$ cat config.mk
export PLATFORM = sky130hd
export DESIGN_NAME = keystroke_line_editor_top
export DESIGN_NICKNAME = d
export VERILOG_FILES = /design/src/kle_pkg.sv /design/src/keystroke_line_editor_top.sv /design/src/kle_ram.sv /design/src/kle_front.sv /design/src/kle_cmd_queue.sv /design/src/kle_back.sv
export SDC_FILE = /design/constraint.sdc
export NUM_CORES = 1
export LEC_CHECK = 0
export BUFFER_PORTS_ARGS = -buffer_cell sky130_fd_sc_hd__buf_4
export CAP_MARGIN = 20
export CORE_MARGIN = 2
export CORE_UTILIZATION = 45
export DETAILED_ROUTE_END_ITERATION = 10
export PLACE_DENSITY = 0.69
export SYNTH_ARGS = -nofsm -noshare
export SYNTH_HDL_FRONTEND = slang
export SYNTH_SLANG_ARGS = --single-unit
$ cat constraint.sdc
create_clock -name i_clk -period 9.6 [get_ports i_clk]
set_input_delay 0 -clock i_clk [delete_from_list [all_inputs] [get_ports i_clk]]
set_output_delay 0 -clock i_clk [all_outputs]
set_load 0.005 [all_outputs]
$ cat src/kle_pkg.sv
// Shared types, key codes and helpers of the keystroke line editor.
// Used by every module of the block but kle_ram; depends on nothing.
package kle_pkg;

    localparam int LINE_DEPTH_DEF = 64;
    localparam int QUEUE_DEPTH    = 2;
    localparam int LIMIT_W        = 7;
    localparam int POS_W          = 6;
    localparam int EV_W           = 3;
    localparam logic [LIMIT_W-1:0] LIMIT_RESET = 7'd64;

    localparam logic [7:0] KEY_CTRL_A    = 8'd1;
    localparam logic [7:0] KEY_CTRL_B    = 8'd2;
    localparam logic [7:0] KEY_CTRL_C    = 8'd3;
    localparam logic [7:0] KEY_CTRL_D    = 8'd4;
    localparam logic [7:0] KEY_CTRL_E    = 8'd5;
    localparam logic [7:0] KEY_CTRL_F    = 8'd6;
    localparam logic [7:0] KEY_CTRL_H    = 8'd8;
    localparam logic [7:0] KEY_TAB       = 8'd9;
    localparam logic [7:0] KEY_NEWLINE   = 8'd10;
    localparam logic [7:0] KEY_CTRL_K    = 8'd11;
    localparam logic [7:0] KEY_CTRL_L    = 8'd12;
    localparam logic [7:0] KEY_RETURN    = 8'd13;
    localparam logic [7:0] KEY_CTRL_N    = 8'd14;
    localparam logic [7:0] KEY_CTRL_P    = 8'd16;
    localparam logic [7:0] KEY_CTRL_T    = 8'd20;
    localparam logic [7:0] KEY_CTRL_U    = 8'd21;
    localparam logic [7:0] KEY_CTRL_W    = 8'd23;
    localparam logic [7:0] KEY_CTRL_Z    = 8'd26;
    localparam logic [7:0] KEY_ESC       = 8'd27;
    localparam logic [7:0] KEY_BRACKET   = 8'd91;
    localparam logic [7:0] KEY_UPPER_C   = 8'd67;
    localparam logic [7:0] KEY_UPPER_D   = 8'd68;
    localparam logic [7:0] KEY_BACKSPACE = 8'd127;
    localparam logic [7:0] BYTE_SPACE    = 8'd32;
    localparam logic [7:0] BYTE_NUL      = 8'd0;

    typedef enum logic [EV_W-1:0] {
        EV_STATUS = 3'd0,
        EV_BYTE   = 3'd1,
        EV_EOF    = 3'd2,
        EV_INTR   = 3'd3,
        EV_SUSP   = 3'd4,
        EV_CR     = 3'd5
    } t_event;

    typedef enum logic [3:0] {
        OP_STATUS,
        OP_CLEAR,
        OP_HOME,
        OP_END,
        OP_RIGHT,
        OP_LEFT,
        OP_DEL,
        OP_INS,
        OP_TAB,
        OP_NL
    } t_op;

    typedef enum logic [1:0] {
        ESC_IDLE,
        ESC_GOT,
        ESC_BRK,
        ESC_SKIP
    } t_esc;

    typedef enum logic [3:0] {
        B_IDLE,
        B_SHIFT_R,
        B_SHIFT_L,
        B_PUT,
        B_NL_GO,
        B_EMIT_RD,
        B_EMIT_LD,
        B_STATUS
    } t_bstate;

    typedef struct packed {
        t_op        op;
        t_event     ev;
        logic [7:0] data;
    } t_cmd;

    typedef struct packed {
        logic valid;
        t_cmd cmd;
    } t_qlink;

    // line terminator, written CR, LF, NUL as the count runs down
    function automatic logic [7:0] tail_byte(input logic [1:0] left);
        logic [7:0] b;
        unique case (left)
            2'd3:    b = KEY_RETURN;
            2'd2:    b = KEY_NEWLINE;
            default: b = BYTE_NUL;
        endcase
        return b;
    endfunction

endpackage

$ cat src/keystroke_line_editor_top.sv
// Keystroke line editor: top level joining front end, command queue and back end.
// Depends on kle_pkg, kle_front, kle_cmd_queue and kle_back.
//
// Input channel: one key byte per word on i_key, taken when i_in_valid is high
// and o_in_stall is low. Output channel: result words (event, data byte,
// cursor, length, last) shown on o_out_valid and taken when i_out_stall is low.
// Configuration: i_cfg_we writes i_cfg_data into the buffer limit register.
// The front end classifies a key in the cycle it is taken and queues a command;
// up to two commands wait, then o_in_stall rises until the back end pops one.
// A status key or a delete at column 0 goes straight to the result. Any other
// delete, and an insert that fits under the limit, first shifts the bytes from the
// cursor to the line end through the line RAM, which moves one byte a cycle. A
// newline appends CR LF NUL when they fit under the limit, then emits each byte of
// the line as its own word, the last one flagged by o_last.
// A stalled result holds in the output register and the back end waits on it.
// Reset clears cursor, length, escape state, queue and output valid, and sets
// the limit to 64; line RAM contents stay undefined until written.
module keystroke_line_editor_top #(
    parameter int LINE_DEPTH = kle_pkg::LINE_DEPTH_DEF
) (
    input  logic                        i_clk,
    input  logic                        i_rst_n,
    input  logic                        i_in_valid,
    output logic                        o_in_stall,
    input  logic [7:0]                  i_key,
    input  logic                        i_cfg_we,
    input  logic [kle_pkg::LIMIT_W-1:0] i_cfg_data,
    output logic                        o_out_valid,
    input  logic                        i_out_stall,
    output logic [kle_pkg::EV_W-1:0]    o_event_res,
    output logic [7:0]                  o_data_byte,
    output logic [kle_pkg::POS_W-1:0]   o_cursor,
    output logic [kle_pkg::POS_W-1:0]   o_line_length,
    output logic                        o_last
);

    logic [kle_pkg::LIMIT_W-1:0] r_limit;
    kle_pkg::t_qlink             push;
    kle_pkg::t_qlink             head;
    logic                        q_full;
    logic                        pop;
    logic                        in_accept;

    always_ff @(posedge i_clk) begin
        if (!i_rst_n) begin
            r_limit <= kle_pkg::LIMIT_RESET;
        end else if (i_cfg_we) begin
            r_limit <= i_cfg_data;
        end
    end

    assign o_in_stall = q_full;
    assign in_accept  = i_in_valid && !q_full;

    kle_front u_front (
        .i_clk    (i_clk),
        .i_rst_n  (i_rst_n),
        .i_accept (in_accept),
        .i_key    (i_key),
        .o_push   (push)
    );

    kle_cmd_queue u_queue (
        .i_clk   (i_clk),
        .i_rst_n (i_rst_n),
        .i_push  (push),
        .o_full  (q_full),
        .o_head  (head),
        .i_pop   (pop)
    );

    kle_back #(
        .LINE_DEPTH (LINE_DEPTH)
    ) u_back (
        .i_clk         (i_clk),
        .i_rst_n       (i_rst_n),
        .i_limit       (r_limit),
        .i_head        (head),
        .o_pop         (pop),
        .o_out_valid   (o_out_valid),
        .i_out_stall   (i_out_stall),
        .o_event_res   (o_event_res),
        .o_data_byte   (o_data_byte),
        .o_cursor      (o_cursor),
        .o_line_length (o_line_length),
        .o_last        (o_last)
    );

endmodule

$ cat src/kle_ram.sv
// Generic single-write, single-read RAM with registered read data.
// Depends on nothing.
module kle_ram #(
    parameter int WIDTH = 8,
    parameter int DEPTH = 64
) (
    input  logic                     i_clk,
    input  logic                     i_we,
    input  logic [$clog2(DEPTH)-1:0] i_waddr,
    input  logic [WIDTH-1:0]         i_wdata,
    input  logic                     i_re,
    input  logic [$clog2(DEPTH)-1:0] i_raddr,
    output logic [WIDTH-1:0]         o_rdata
);

    logic [WIDTH-1:0] r_mem [DEPTH];
    logic [WIDTH-1:0] r_rdata;

    always_ff @(posedge i_clk) begin
        if (i_we) begin
            r_mem[i_waddr] <= i_wdata;
        end
        if (i_re) begin
            r_rdata <= r_mem[i_raddr];
        end
    end

    assign o_rdata = r_rdata;

endmodule

$ cat src/kle_front.sv
// Front end: classifies each key word into an editor command, tracks ESC sequences.
// Depends on kle_pkg.
module kle_front (
    input  logic            i_clk,
    input  logic            i_rst_n,
    input  logic            i_accept,
    input  logic [7:0]      i_key,
    output kle_pkg::t_qlink o_push
);

    kle_pkg::t_esc r_esc;
    kle_pkg::t_esc n_esc;
    kle_pkg::t_cmd cmd;

    always_ff @(posedge i_clk) begin
        if (!i_rst_n) begin
            r_esc <= kle_pkg::ESC_IDLE;
        end else if (i_accept) begin
            r_esc <= n_esc;
        end
    end

    always_comb begin
        n_esc    = r_esc;
        cmd.op   = kle_pkg::OP_STATUS;
        cmd.ev   = kle_pkg::EV_STATUS;
        cmd.data = i_key;
        unique case (r_esc)
            kle_pkg::ESC_GOT: begin
                n_esc = (i_key == kle_pkg::KEY_BRACKET) ? kle_pkg::ESC_BRK : kle_pkg::ESC_SKIP;
            end
            kle_pkg::ESC_BRK: begin
                n_esc = kle_pkg::ESC_IDLE;
                if (i_key == kle_pkg::KEY_UPPER_C) begin
                    cmd.op = kle_pkg::OP_RIGHT;
                end else if (i_key == kle_pkg::KEY_UPPER_D) begin
                    cmd.op = kle_pkg::OP_LEFT;
                end
            end
            kle_pkg::ESC_SKIP: begin
                n_esc = kle_pkg::ESC_IDLE;
            end
            kle_pkg::ESC_IDLE: begin
                unique case (i_key) inside
                    kle_pkg::KEY_TAB:     cmd.op = kle_pkg::OP_TAB;
                    kle_pkg::KEY_RETURN:  cmd.ev = kle_pkg::EV_CR;
                    kle_pkg::KEY_NEWLINE: cmd.op = kle_pkg::OP_NL;
                    kle_pkg::KEY_BACKSPACE, kle_pkg::KEY_CTRL_H: cmd.op = kle_pkg::OP_DEL;
                    kle_pkg::KEY_CTRL_D: begin
                        cmd.op = kle_pkg::OP_CLEAR;
                        cmd.ev = kle_pkg::EV_EOF;
                    end
                    kle_pkg::KEY_CTRL_C:  cmd.ev = kle_pkg::EV_INTR;
                    kle_pkg::KEY_CTRL_Z:  cmd.ev = kle_pkg::EV_SUSP;
                    kle_pkg::KEY_ESC:     n_esc  = kle_pkg::ESC_GOT;
                    kle_pkg::KEY_CTRL_A:  cmd.op = kle_pkg::OP_HOME;
                    kle_pkg::KEY_CTRL_E:  cmd.op = kle_pkg::OP_END;
                    kle_pkg::KEY_CTRL_F:  cmd.op = kle_pkg::OP_RIGHT;
                    kle_pkg::KEY_CTRL_B:  cmd.op = kle_pkg::OP_LEFT;
                    kle_pkg::KEY_CTRL_K, kle_pkg::KEY_CTRL_L, kle_pkg::KEY_CTRL_N,
                    kle_pkg::KEY_CTRL_P, kle_pkg::KEY_CTRL_T, kle_pkg::KEY_CTRL_U,
                    kle_pkg::KEY_CTRL_W:  cmd.op = kle_pkg::OP_STATUS;
                    default:              cmd.op = kle_pkg::OP_INS;
                endcase
            end
        endcase
    end

    assign o_push.valid = i_accept;
    assign o_push.cmd   = cmd;

endmodule

$ cat src/kle_cmd_queue.sv
// Short command queue between the front end and the back end.
// Depends on kle_pkg.
module kle_cmd_queue (
    input  logic            i_clk,
    input  logic            i_rst_n,
    input  kle_pkg::t_qlink i_push,
    output logic            o_full,
    output kle_pkg::t_qlink o_head,
    input  logic            i_pop
);

    localparam int QD  = kle_pkg::QUEUE_DEPTH;
    localparam int PW  = (QD > 1) ? $clog2(QD) : 1;
    localparam int CW  = $clog2(QD + 1);

    kle_pkg::t_cmd r_mem [QD];
    logic [PW-1:0] r_wp;
    logic [PW-1:0] r_rp;
    logic [CW-1:0] r_cnt;
    logic          push_ok;
    logic          pop_ok;

    assign o_full       = (r_cnt == CW'(QD));
    assign push_ok      = i_push.valid && !o_full;
    assign pop_ok       = i_pop && (r_cnt != '0);
    assign o_head.valid = (r_cnt != '0);
    assign o_head.cmd   = r_mem[r_rp];

    always_ff @(posedge i_clk) begin
        if (push_ok) begin
            r_mem[r_wp] <= i_push.cmd;
        end
    end

    always_ff @(posedge i_clk) begin
        if (!i_rst_n) begin
            r_wp  <= '0;
            r_rp  <= '0;
            r_cnt <= '0;
        end else begin
            if (push_ok) begin
                r_wp <= (r_wp == PW'(QD - 1)) ? '0 : r_wp + 1'b1;
            end
            if (pop_ok) begin
                r_rp <= (r_rp == PW'(QD - 1)) ? '0 : r_rp + 1'b1;
            end
            if (push_ok && !pop_ok) begin
                r_cnt <= r_cnt + 1'b1;
            end else if (pop_ok && !push_ok) begin
                r_cnt <= r_cnt - 1'b1;
            end
        end
    end

endmodule

$ cat src/kle_back.sv
// Back end: executes editor commands on the line store and drives the result register.
// Depends on kle_pkg and kle_ram.
module kle_back #(
    parameter int LINE_DEPTH = kle_pkg::LINE_DEPTH_DEF
) (
    input  logic                         i_clk,
    input  logic                         i_rst_n,
    input  logic [kle_pkg::LIMIT_W-1:0]  i_limit,
    input  kle_pkg::t_qlink              i_head,
    output logic                         o_pop,
    output logic                         o_out_valid,
    input  logic                         i_out_stall,
    output logic [kle_pkg::EV_W-1:0]     o_event_res,
    output logic [7:0]                   o_data_byte,
    output logic [kle_pkg::POS_W-1:0]    o_cursor,
    output logic [kle_pkg::POS_W-1:0]    o_line_length,
    output logic                         o_last
);

    localparam int AW = $clog2(LINE_DEPTH);
    localparam int LW = kle_pkg::LIMIT_W;

    kle_pkg::t_bstate r_state, n_state;
    kle_pkg::t_op     r_kind, n_kind;
    kle_pkg::t_event  r_ev, n_ev;
    logic [7:0]       r_byte, n_byte;
    logic [AW-1:0]    r_cursor, n_cursor;
    logic [AW-1:0]    r_fill, n_fill;
    logic [AW-1:0]    r_cnt, n_cnt;
    logic [AW-1:0]    r_rd_addr, n_rd_addr;
    logic [AW-1:0]    r_wr_addr, n_wr_addr;
    logic             r_pend, n_pend;
    logic [1:0]       r_put, n_put;

    logic                  r_o_valid, n_o_valid;
    kle_pkg::t_event       r_o_ev, n_o_ev;
    logic [7:0]            r_o_data, n_o_data;
    logic [AW-1:0]         r_o_cursor, n_o_cursor;
    logic [AW-1:0]         r_o_len, n_o_len;
    logic                  r_o_last, n_o_last;

    logic          ram_we;
    logic [AW-1:0] ram_waddr;
    logic [7:0]    ram_wdata;
    logic          ram_re;
    logic [AW-1:0] ram_raddr;
    logic [7:0]    ram_rdata;

    logic [LW-1:0] lim;
    logic [1:0]    ins_n;
    logic          ld_ok;
    logic [7:0]    put_byte;
    logic          emit_last;

    kle_ram #(
        .WIDTH (8),
        .DEPTH (LINE_DEPTH)
    ) u_line_ram (
        .i_clk   (i_clk),
        .i_we    (ram_we),
        .i_waddr (ram_waddr),
        .i_wdata (ram_wdata),
        .i_re    (ram_re),
        .i_raddr (ram_raddr),
        .o_rdata (ram_rdata)
    );

    assign lim   = (i_limit > LW'(LINE_DEPTH)) ? LW'(LINE_DEPTH) : i_limit;
    assign ins_n = (i_head.cmd.op == kle_pkg::OP_TAB) ? 2'd2 : 2'd1;
    assign ld_ok = !r_o_valid || !i_out_stall;
    assign emit_last = (r_rd_addr == r_cnt - 1'b1);

    always_comb begin
        case (r_kind)
            kle_pkg::OP_NL:  put_byte = kle_pkg::tail_byte(r_put);
            kle_pkg::OP_TAB: put_byte = kle_pkg::BYTE_SPACE;
            default:         put_byte = r_byte;
        endcase
    end

    always_ff @(posedge i_clk) begin
        if (!i_rst_n) begin
            r_state   <= kle_pkg::B_IDLE;
            r_cursor  <= '0;
            r_fill    <= '0;
            r_pend    <= 1'b0;
            r_o_valid <= 1'b0;
        end else begin
            r_state   <= n_state;
            r_cursor  <= n_cursor;
            r_fill    <= n_fill;
            r_pend    <= n_pend;
            r_o_valid <= n_o_valid;
        end
    end

    always_ff @(posedge i_clk) begin
        r_kind     <= n_kind;
        r_ev       <= n_ev;
        r_byte     <= n_byte;
        r_cnt      <= n_cnt;
        r_rd_addr  <= n_rd_addr;
        r_wr_addr  <= n_wr_addr;
        r_put      <= n_put;
        r_o_ev     <= n_o_ev;
        r_o_data   <= n_o_data;
        r_o_cursor <= n_o_cursor;
        r_o_len    <= n_o_len;
        r_o_last   <= n_o_last;
    end

    always_comb begin
        n_state    = r_state;
        n_kind     = r_kind;
        n_ev       = r_ev;
        n_byte     = r_byte;
        n_cursor   = r_cursor;
        n_fill     = r_fill;
        n_cnt      = r_cnt;
        n_rd_addr  = r_rd_addr;
        n_wr_addr  = r_wr_addr;
        n_pend     = r_pend;
        n_put      = r_put;
        n_o_valid  = r_o_valid && i_out_stall;
        n_o_ev     = r_o_ev;
        n_o_data   = r_o_data;
        n_o_cursor = r_o_cursor;
        n_o_len    = r_o_len;
        n_o_last   = r_o_last;
        o_pop      = 1'b0;
        ram_we     = 1'b0;
        ram_waddr  = r_wr_addr;
        ram_wdata  = ram_rdata;
        ram_re     = 1'b0;
        ram_raddr  = r_rd_addr;

        unique case (r_state)
            kle_pkg::B_IDLE: begin
                if (i_head.valid) begin
                    o_pop   = 1'b1;
                    n_kind  = i_head.cmd.op;
                    n_ev    = i_head.cmd.ev;
                    n_byte  = i_head.cmd.data;
                    n_state = kle_pkg::B_STATUS;
                    case (i_head.cmd.op)
                        kle_pkg::OP_CLEAR: begin
                            n_cursor = '0;
                            n_fill   = '0;
                        end
                        kle_pkg::OP_HOME: n_cursor = '0;
                        kle_pkg::OP_END:  n_cursor = r_fill;
                        kle_pkg::OP_RIGHT: begin
                            if (r_cursor < r_fill) begin
                                n_cursor = r_cursor + 1'b1;
                            end
                        end
                        kle_pkg::OP_LEFT: begin
                            if (r_cursor != '0) begin
                                n_cursor = r_cursor - 1'b1;
                            end
                        end
                        kle_pkg::OP_DEL: begin
                            if (r_cursor != '0) begin
                                n_cnt     = r_fill - r_cursor;
                                n_rd_addr = r_cursor;
                                n_state   = kle_pkg::B_SHIFT_L;
                            end
                        end
                        kle_pkg::OP_INS, kle_pkg::OP_TAB: begin
                            if ((LW'(r_fill) + LW'(ins_n)) < lim) begin
                                n_cnt     = r_fill - r_cursor;
                                n_rd_addr = r_fill - 1'b1;
                                n_put     = ins_n;
                                n_state   = kle_pkg::B_SHIFT_R;
                            end
                        end
                        kle_pkg::OP_NL: begin
                            n_cursor = r_fill;
                            if ((LW'(r_fill) + LW'(3)) < lim) begin
                                n_put   = 2'd3;
                                n_state = kle_pkg::B_PUT;
                            end else begin
                                n_state = kle_pkg::B_NL_GO;
                            end
                        end
                        default: ;
                    endcase
                end
            end

            kle_pkg::B_SHIFT_R, kle_pkg::B_SHIFT_L: begin
                // read one byte ahead, write the previous one at its new place
                ram_re = (r_cnt != '0);
                ram_we = r_pend;
                if (r_cnt != '0) begin
                    n_pend = 1'b1;
                    n_cnt  = r_cnt - 1'b1;
                    if (r_state == kle_pkg::B_SHIFT_R) begin
                        n_wr_addr = r_rd_addr + AW'(r_put);
                        n_rd_addr = r_rd_addr - 1'b1;
                    end else begin
                        n_wr_addr = r_rd_addr - 1'b1;
                        n_rd_addr = r_rd_addr + 1'b1;
                    end
                end else begin
                    n_pend = 1'b0;
                    if (!r_pend) begin
                        if (r_state == kle_pkg::B_SHIFT_R) begin
                            n_state = kle_pkg::B_PUT;
                        end else begin
                            n_cursor = r_cursor - 1'b1;
                            n_fill   = r_fill - 1'b1;
                            n_state  = kle_pkg::B_STATUS;
                        end
                    end
                end
            end

            kle_pkg::B_PUT: begin
                ram_we    = 1'b1;
                ram_waddr = r_cursor;
                ram_wdata = put_byte;
                n_cursor  = r_cursor + 1'b1;
                n_fill    = r_fill + 1'b1;
                n_put     = r_put - 1'b1;
                if (r_put == 2'd1) begin
                    n_state = (r_kind == kle_pkg::OP_NL) ? kle_pkg::B_NL_GO : kle_pkg::B_STATUS;
                end
            end

            kle_pkg::B_NL_GO: begin
                n_cnt     = r_fill;
                n_cursor  = '0;
                n_fill    = '0;
                n_rd_addr = '0;
                n_state   = (r_fill == '0) ? kle_pkg::B_STATUS : kle_pkg::B_EMIT_RD;
            end

            kle_pkg::B_EMIT_RD: begin
                ram_re  = 1'b1;
                n_state = kle_pkg::B_EMIT_LD;
            end

            kle_pkg::B_EMIT_LD: begin
                if (ld_ok) begin
                    n_o_valid  = 1'b1;
                    n_o_ev     = kle_pkg::EV_BYTE;
                    n_o_data   = ram_rdata;
                    n_o_cursor = r_cursor;
                    n_o_len    = r_fill;
                    n_o_last   = emit_last;
                    n_rd_addr  = r_rd_addr + 1'b1;
                    n_state    = emit_last ? kle_pkg::B_IDLE : kle_pkg::B_EMIT_RD;
                end
            end

            kle_pkg::B_STATUS: begin
                if (ld_ok) begin
                    n_o_valid  = 1'b1;
                    n_o_ev     = r_ev;
                    n_o_data   = '0;
                    n_o_cursor = r_cursor;
                    n_o_len    = r_fill;
                    n_o_last   = 1'b1;
                    n_state    = kle_pkg::B_IDLE;
                end
            end

            default: n_state = kle_pkg::B_IDLE;
        endcase
    end

    assign o_out_valid   = r_o_valid;
    assign o_event_res   = r_o_ev;
    assign o_data_byte   = r_o_data;
    assign o_cursor      = kle_pkg::POS_W'(r_o_cursor);
    assign o_line_length = kle_pkg::POS_W'(r_o_len);
    assign o_last        = r_o_last;

endmodule

==> out/metrics.cfg <==
[power]
combinationalPowerShare=0.333
power_leakage_nw=9.98
p_seq_frac=0.400
clkPwrFrac=0.267
p_int_mw=6.54
peakVddDrop_v=0.000259
switching_share=0.330
p_per_area_nw_per_um2=315
p_switching_mw=3.23

[routing]
detail-route-antenna-nets=0
drt_iter0_markers=1572
dr.pass1.iters=5
drt-vias-per-instance=5.96
num_vias=15000
routedWlPerCell_um=23.8
drc=0
routed_wl_mm=59.9

[timing]
fmaxAchievable_mhz=199
setup_viol=0
relSlewSlack=0.321
finalWorstSetupSlack_ns=4.59
fin_crit_ns=5.01
fin_crit_sh=0.522
finClkSkew_ns=0.0286
rsz0062_at_grt=false
hold_viol_final=0
worst_pin_slew_ns=1.01
drv_slew=0
fin_tns_setup_ns=0

[grt]
grt_util_all_layers=0.194
grt_pass1_wl_mm=91.8
grt_overflow=0
antenna_found_initial=0
grt_start_max_net_pins=137
grt_pass1_vias=15100

[floorplanning]
std_cell_rows=90
io_pins=46
die_width_um=250
core_area_um2=60200
start_util=0.454
die_h_um=250
die_area_um2=62700

[yosys]
synth_seq_area_share=0.692
synth-seq-cells=640
postSynthAreaPerCell_um2=17.1
synthTopCellsByArea=edfxtp_1 (67%), mux4_2 (13%), dfxtp_1 (2.3%)
syn-instance-count=1603
synth_cell_type_count=81
syn-cell-area_um2=27300
synthFlopType=edfxtp_1
synth_nets=1661
yosysWarnings=0
synth_top_cell_by_area=edfxtp_1
synth-edff-count=609
netlist.area_leader.share=0.669
async_flop_share=0

[placement]
placed_area_um2=28500
portBuffers=45
place.gp.congestion=0.927
dp_hpwl_mm=37.4
post-place-ws_ns=4.64

[cells_and_area]
syn_to_final_growth_pct=13.6
final_common_cell=edfxtp_1
finalNetCount=1738
fin_util=0.515
final_layout_size_suffix_gt1_frac=0.213
finish.instance_area_um2=31000
num_antenna_cells=0
mostFrequentLayoutCells=edfxtp_1 (609), mux4_2 (160), nor2_1 (137)

[setup_path]
end_kind=flop
worstSetupPathType=reg -> reg
critical_path_arrival_ns=5.24
crit_required_ns=9.83
startpoint_type=flop
critPathMaxFanout=17

[outcome]
outcome=complete, no violations

[flow_run]
maxCapViolations=0

[clock_network]
clockBufferDepth=3
cts_buffers=67
cts_setup_buffers=0
clk_pin_slew_ns=0.06
cts_root_buf=clkbuf_16
postCtsHoldBufs=26
clk_latency_ns=0.62
ctsResizeCount=0
cts.sinks=640
cts_max_level=3
cts_tree=done

[hold_path]
hp-class=in -> reg

[logic make-up (layout without fill, tap and decap cells)]
group                    count (synthesis)  count (layout)  synth area share
AO/OA/AOI/OAI                          216             216            0.0529
XOR/XNOR                                36              36            0.0120
adder cells (fa/ha/maj)                 39              39            0.0186
buffers and inverters                  125             253            0.0187
flip-flops                             640             640             0.692
multiplexers                           186             186             0.143
AND/OR/NAND/NOR                        361             361            0.0632
[power groups by stage]
stage	logic [mW]	clock network (mW)	registers [mW]
final	3.25	2.61	3.91
after global routing	3.51	2.76	3.93
after CTS	3.23	2.66	3.91
after detailed placement	3.21	0	3.97
after global placement	3.14	0	3.96
after floorplan	2.26	0	3.89
[path summary, 6_finish.rpt]
kind,depth (start not counted),endpoint,startpoint,slack [ns]
worst min-delay path,2,u_queue.r_mem[0][7],i_key[7],0.16
worst min register to register,1,u_back.o_event_res[0],u_back.r_ev[0],0.51
worst max-delay path,12,u_back.r_rd_addr[4],flop,4.59
worst max register to register,12,u_back.r_rd_addr[4],flop,4.59
[worst max-delay path: stages, from the launching register on]
cell and delay [ns]:
dfxtp_1 0.91, or4bb_1 0.45, nand2_1 0.16, nand2_1 0.13, ha_1 0.26, fa_1 0.46, ha_1 0.22, or4b_2 0.61
a21oi_1 0.24, o21ai_0 0.16, nand3_1 0.11, a21oi_1 0.14, a211oi_1 0.80
[registers in the layout (all words and copies together) (netlist names), 2 cells and up, named ones only]
register                   flops
u_back.u_line_ram.r_mem      512
u_queue.r_mem                 30
u_back.o_data_byte             8
u_back.r_byte                  8
u_back.u_line_ram.o_rdata      8
r_limit                        7
u_back.o_cursor                6
u_back.o_line_length           6
u_back.r_cnt                   6
u_back.r_cursor                6
u_back.r_fill                  6
u_back.r_rd_addr               6
u_back.r_wr_addr               6
u_back.r_kind                  4
u_back.o_event_res             3
u_back.r_ev                    3
u_back.r_state                 3
u_back.r_put                   2
u_front.r_esc                  2
u_queue.r_cnt                  2
[layout make-up]
type	instances	area [um2]
Sequential cell	640	18900
Fill cell	4736	29200
Timing Repair Buffer	96	836
Tap cell	782	978
Multi-Input combinational cell	838	7980
Clock buffer	80	1750
Inverter	37	139
Clock inverter	40	449
[metrics by stage]
stage / power, mW / hold slack (ns) / std cells
after global placement: 7.10 / 0.206 / 2365
after floorplan: 6.15 / 0.0989 / 1603
after detailed placement: 7.18 / 0.205 / 2365
after global routing: 10.2 / 0.145 / 2513
after CTS: 9.80 / 0.122 / 2511
final: 9.77 / 0.155 / 2513
[layer usage]
layer,up-vias,track usage,routed length [um]
met3,128,0.0379,4150
li1,6577,-,-
met5,-,0,0
met4,0,0.0748,1850
met2,587,0.311,28900
met1,7683,0.264,25000
[cells in the mapped netlist (4+ instances only)]
master,number
a31oi_1,7
nor2b_1,9
nor3_1,21
nor4_1,7
nand2_1,83
o21ai_0,39
ha_1,35
a21o_1,8
a221oi_1,5
nand2b_1,8
and2_1,13
nand3_1,27
dfxtp_1,31
and3_1,8
inv_1,34
o211ai_1,5
a21oi_1,52
o311ai_0,5
nand3b_1,8
buf_1,5
xnor2_1,19
edfxtp_1,609
o221ai_1,5
clkbuf_1,56
o31ai_1,12
or2_2,6
nand4_1,7
nor3b_1,9
a21boi_0,4
xor2_1,16
mux2i_1,12
nor2_1,137
mux2_2,11
mux4_2,160
buf_2,24
a22oi_1,23
o22ai_1,5
o21a_1,7
a211oi_1,10
Power figures use the tool's default switching activity.
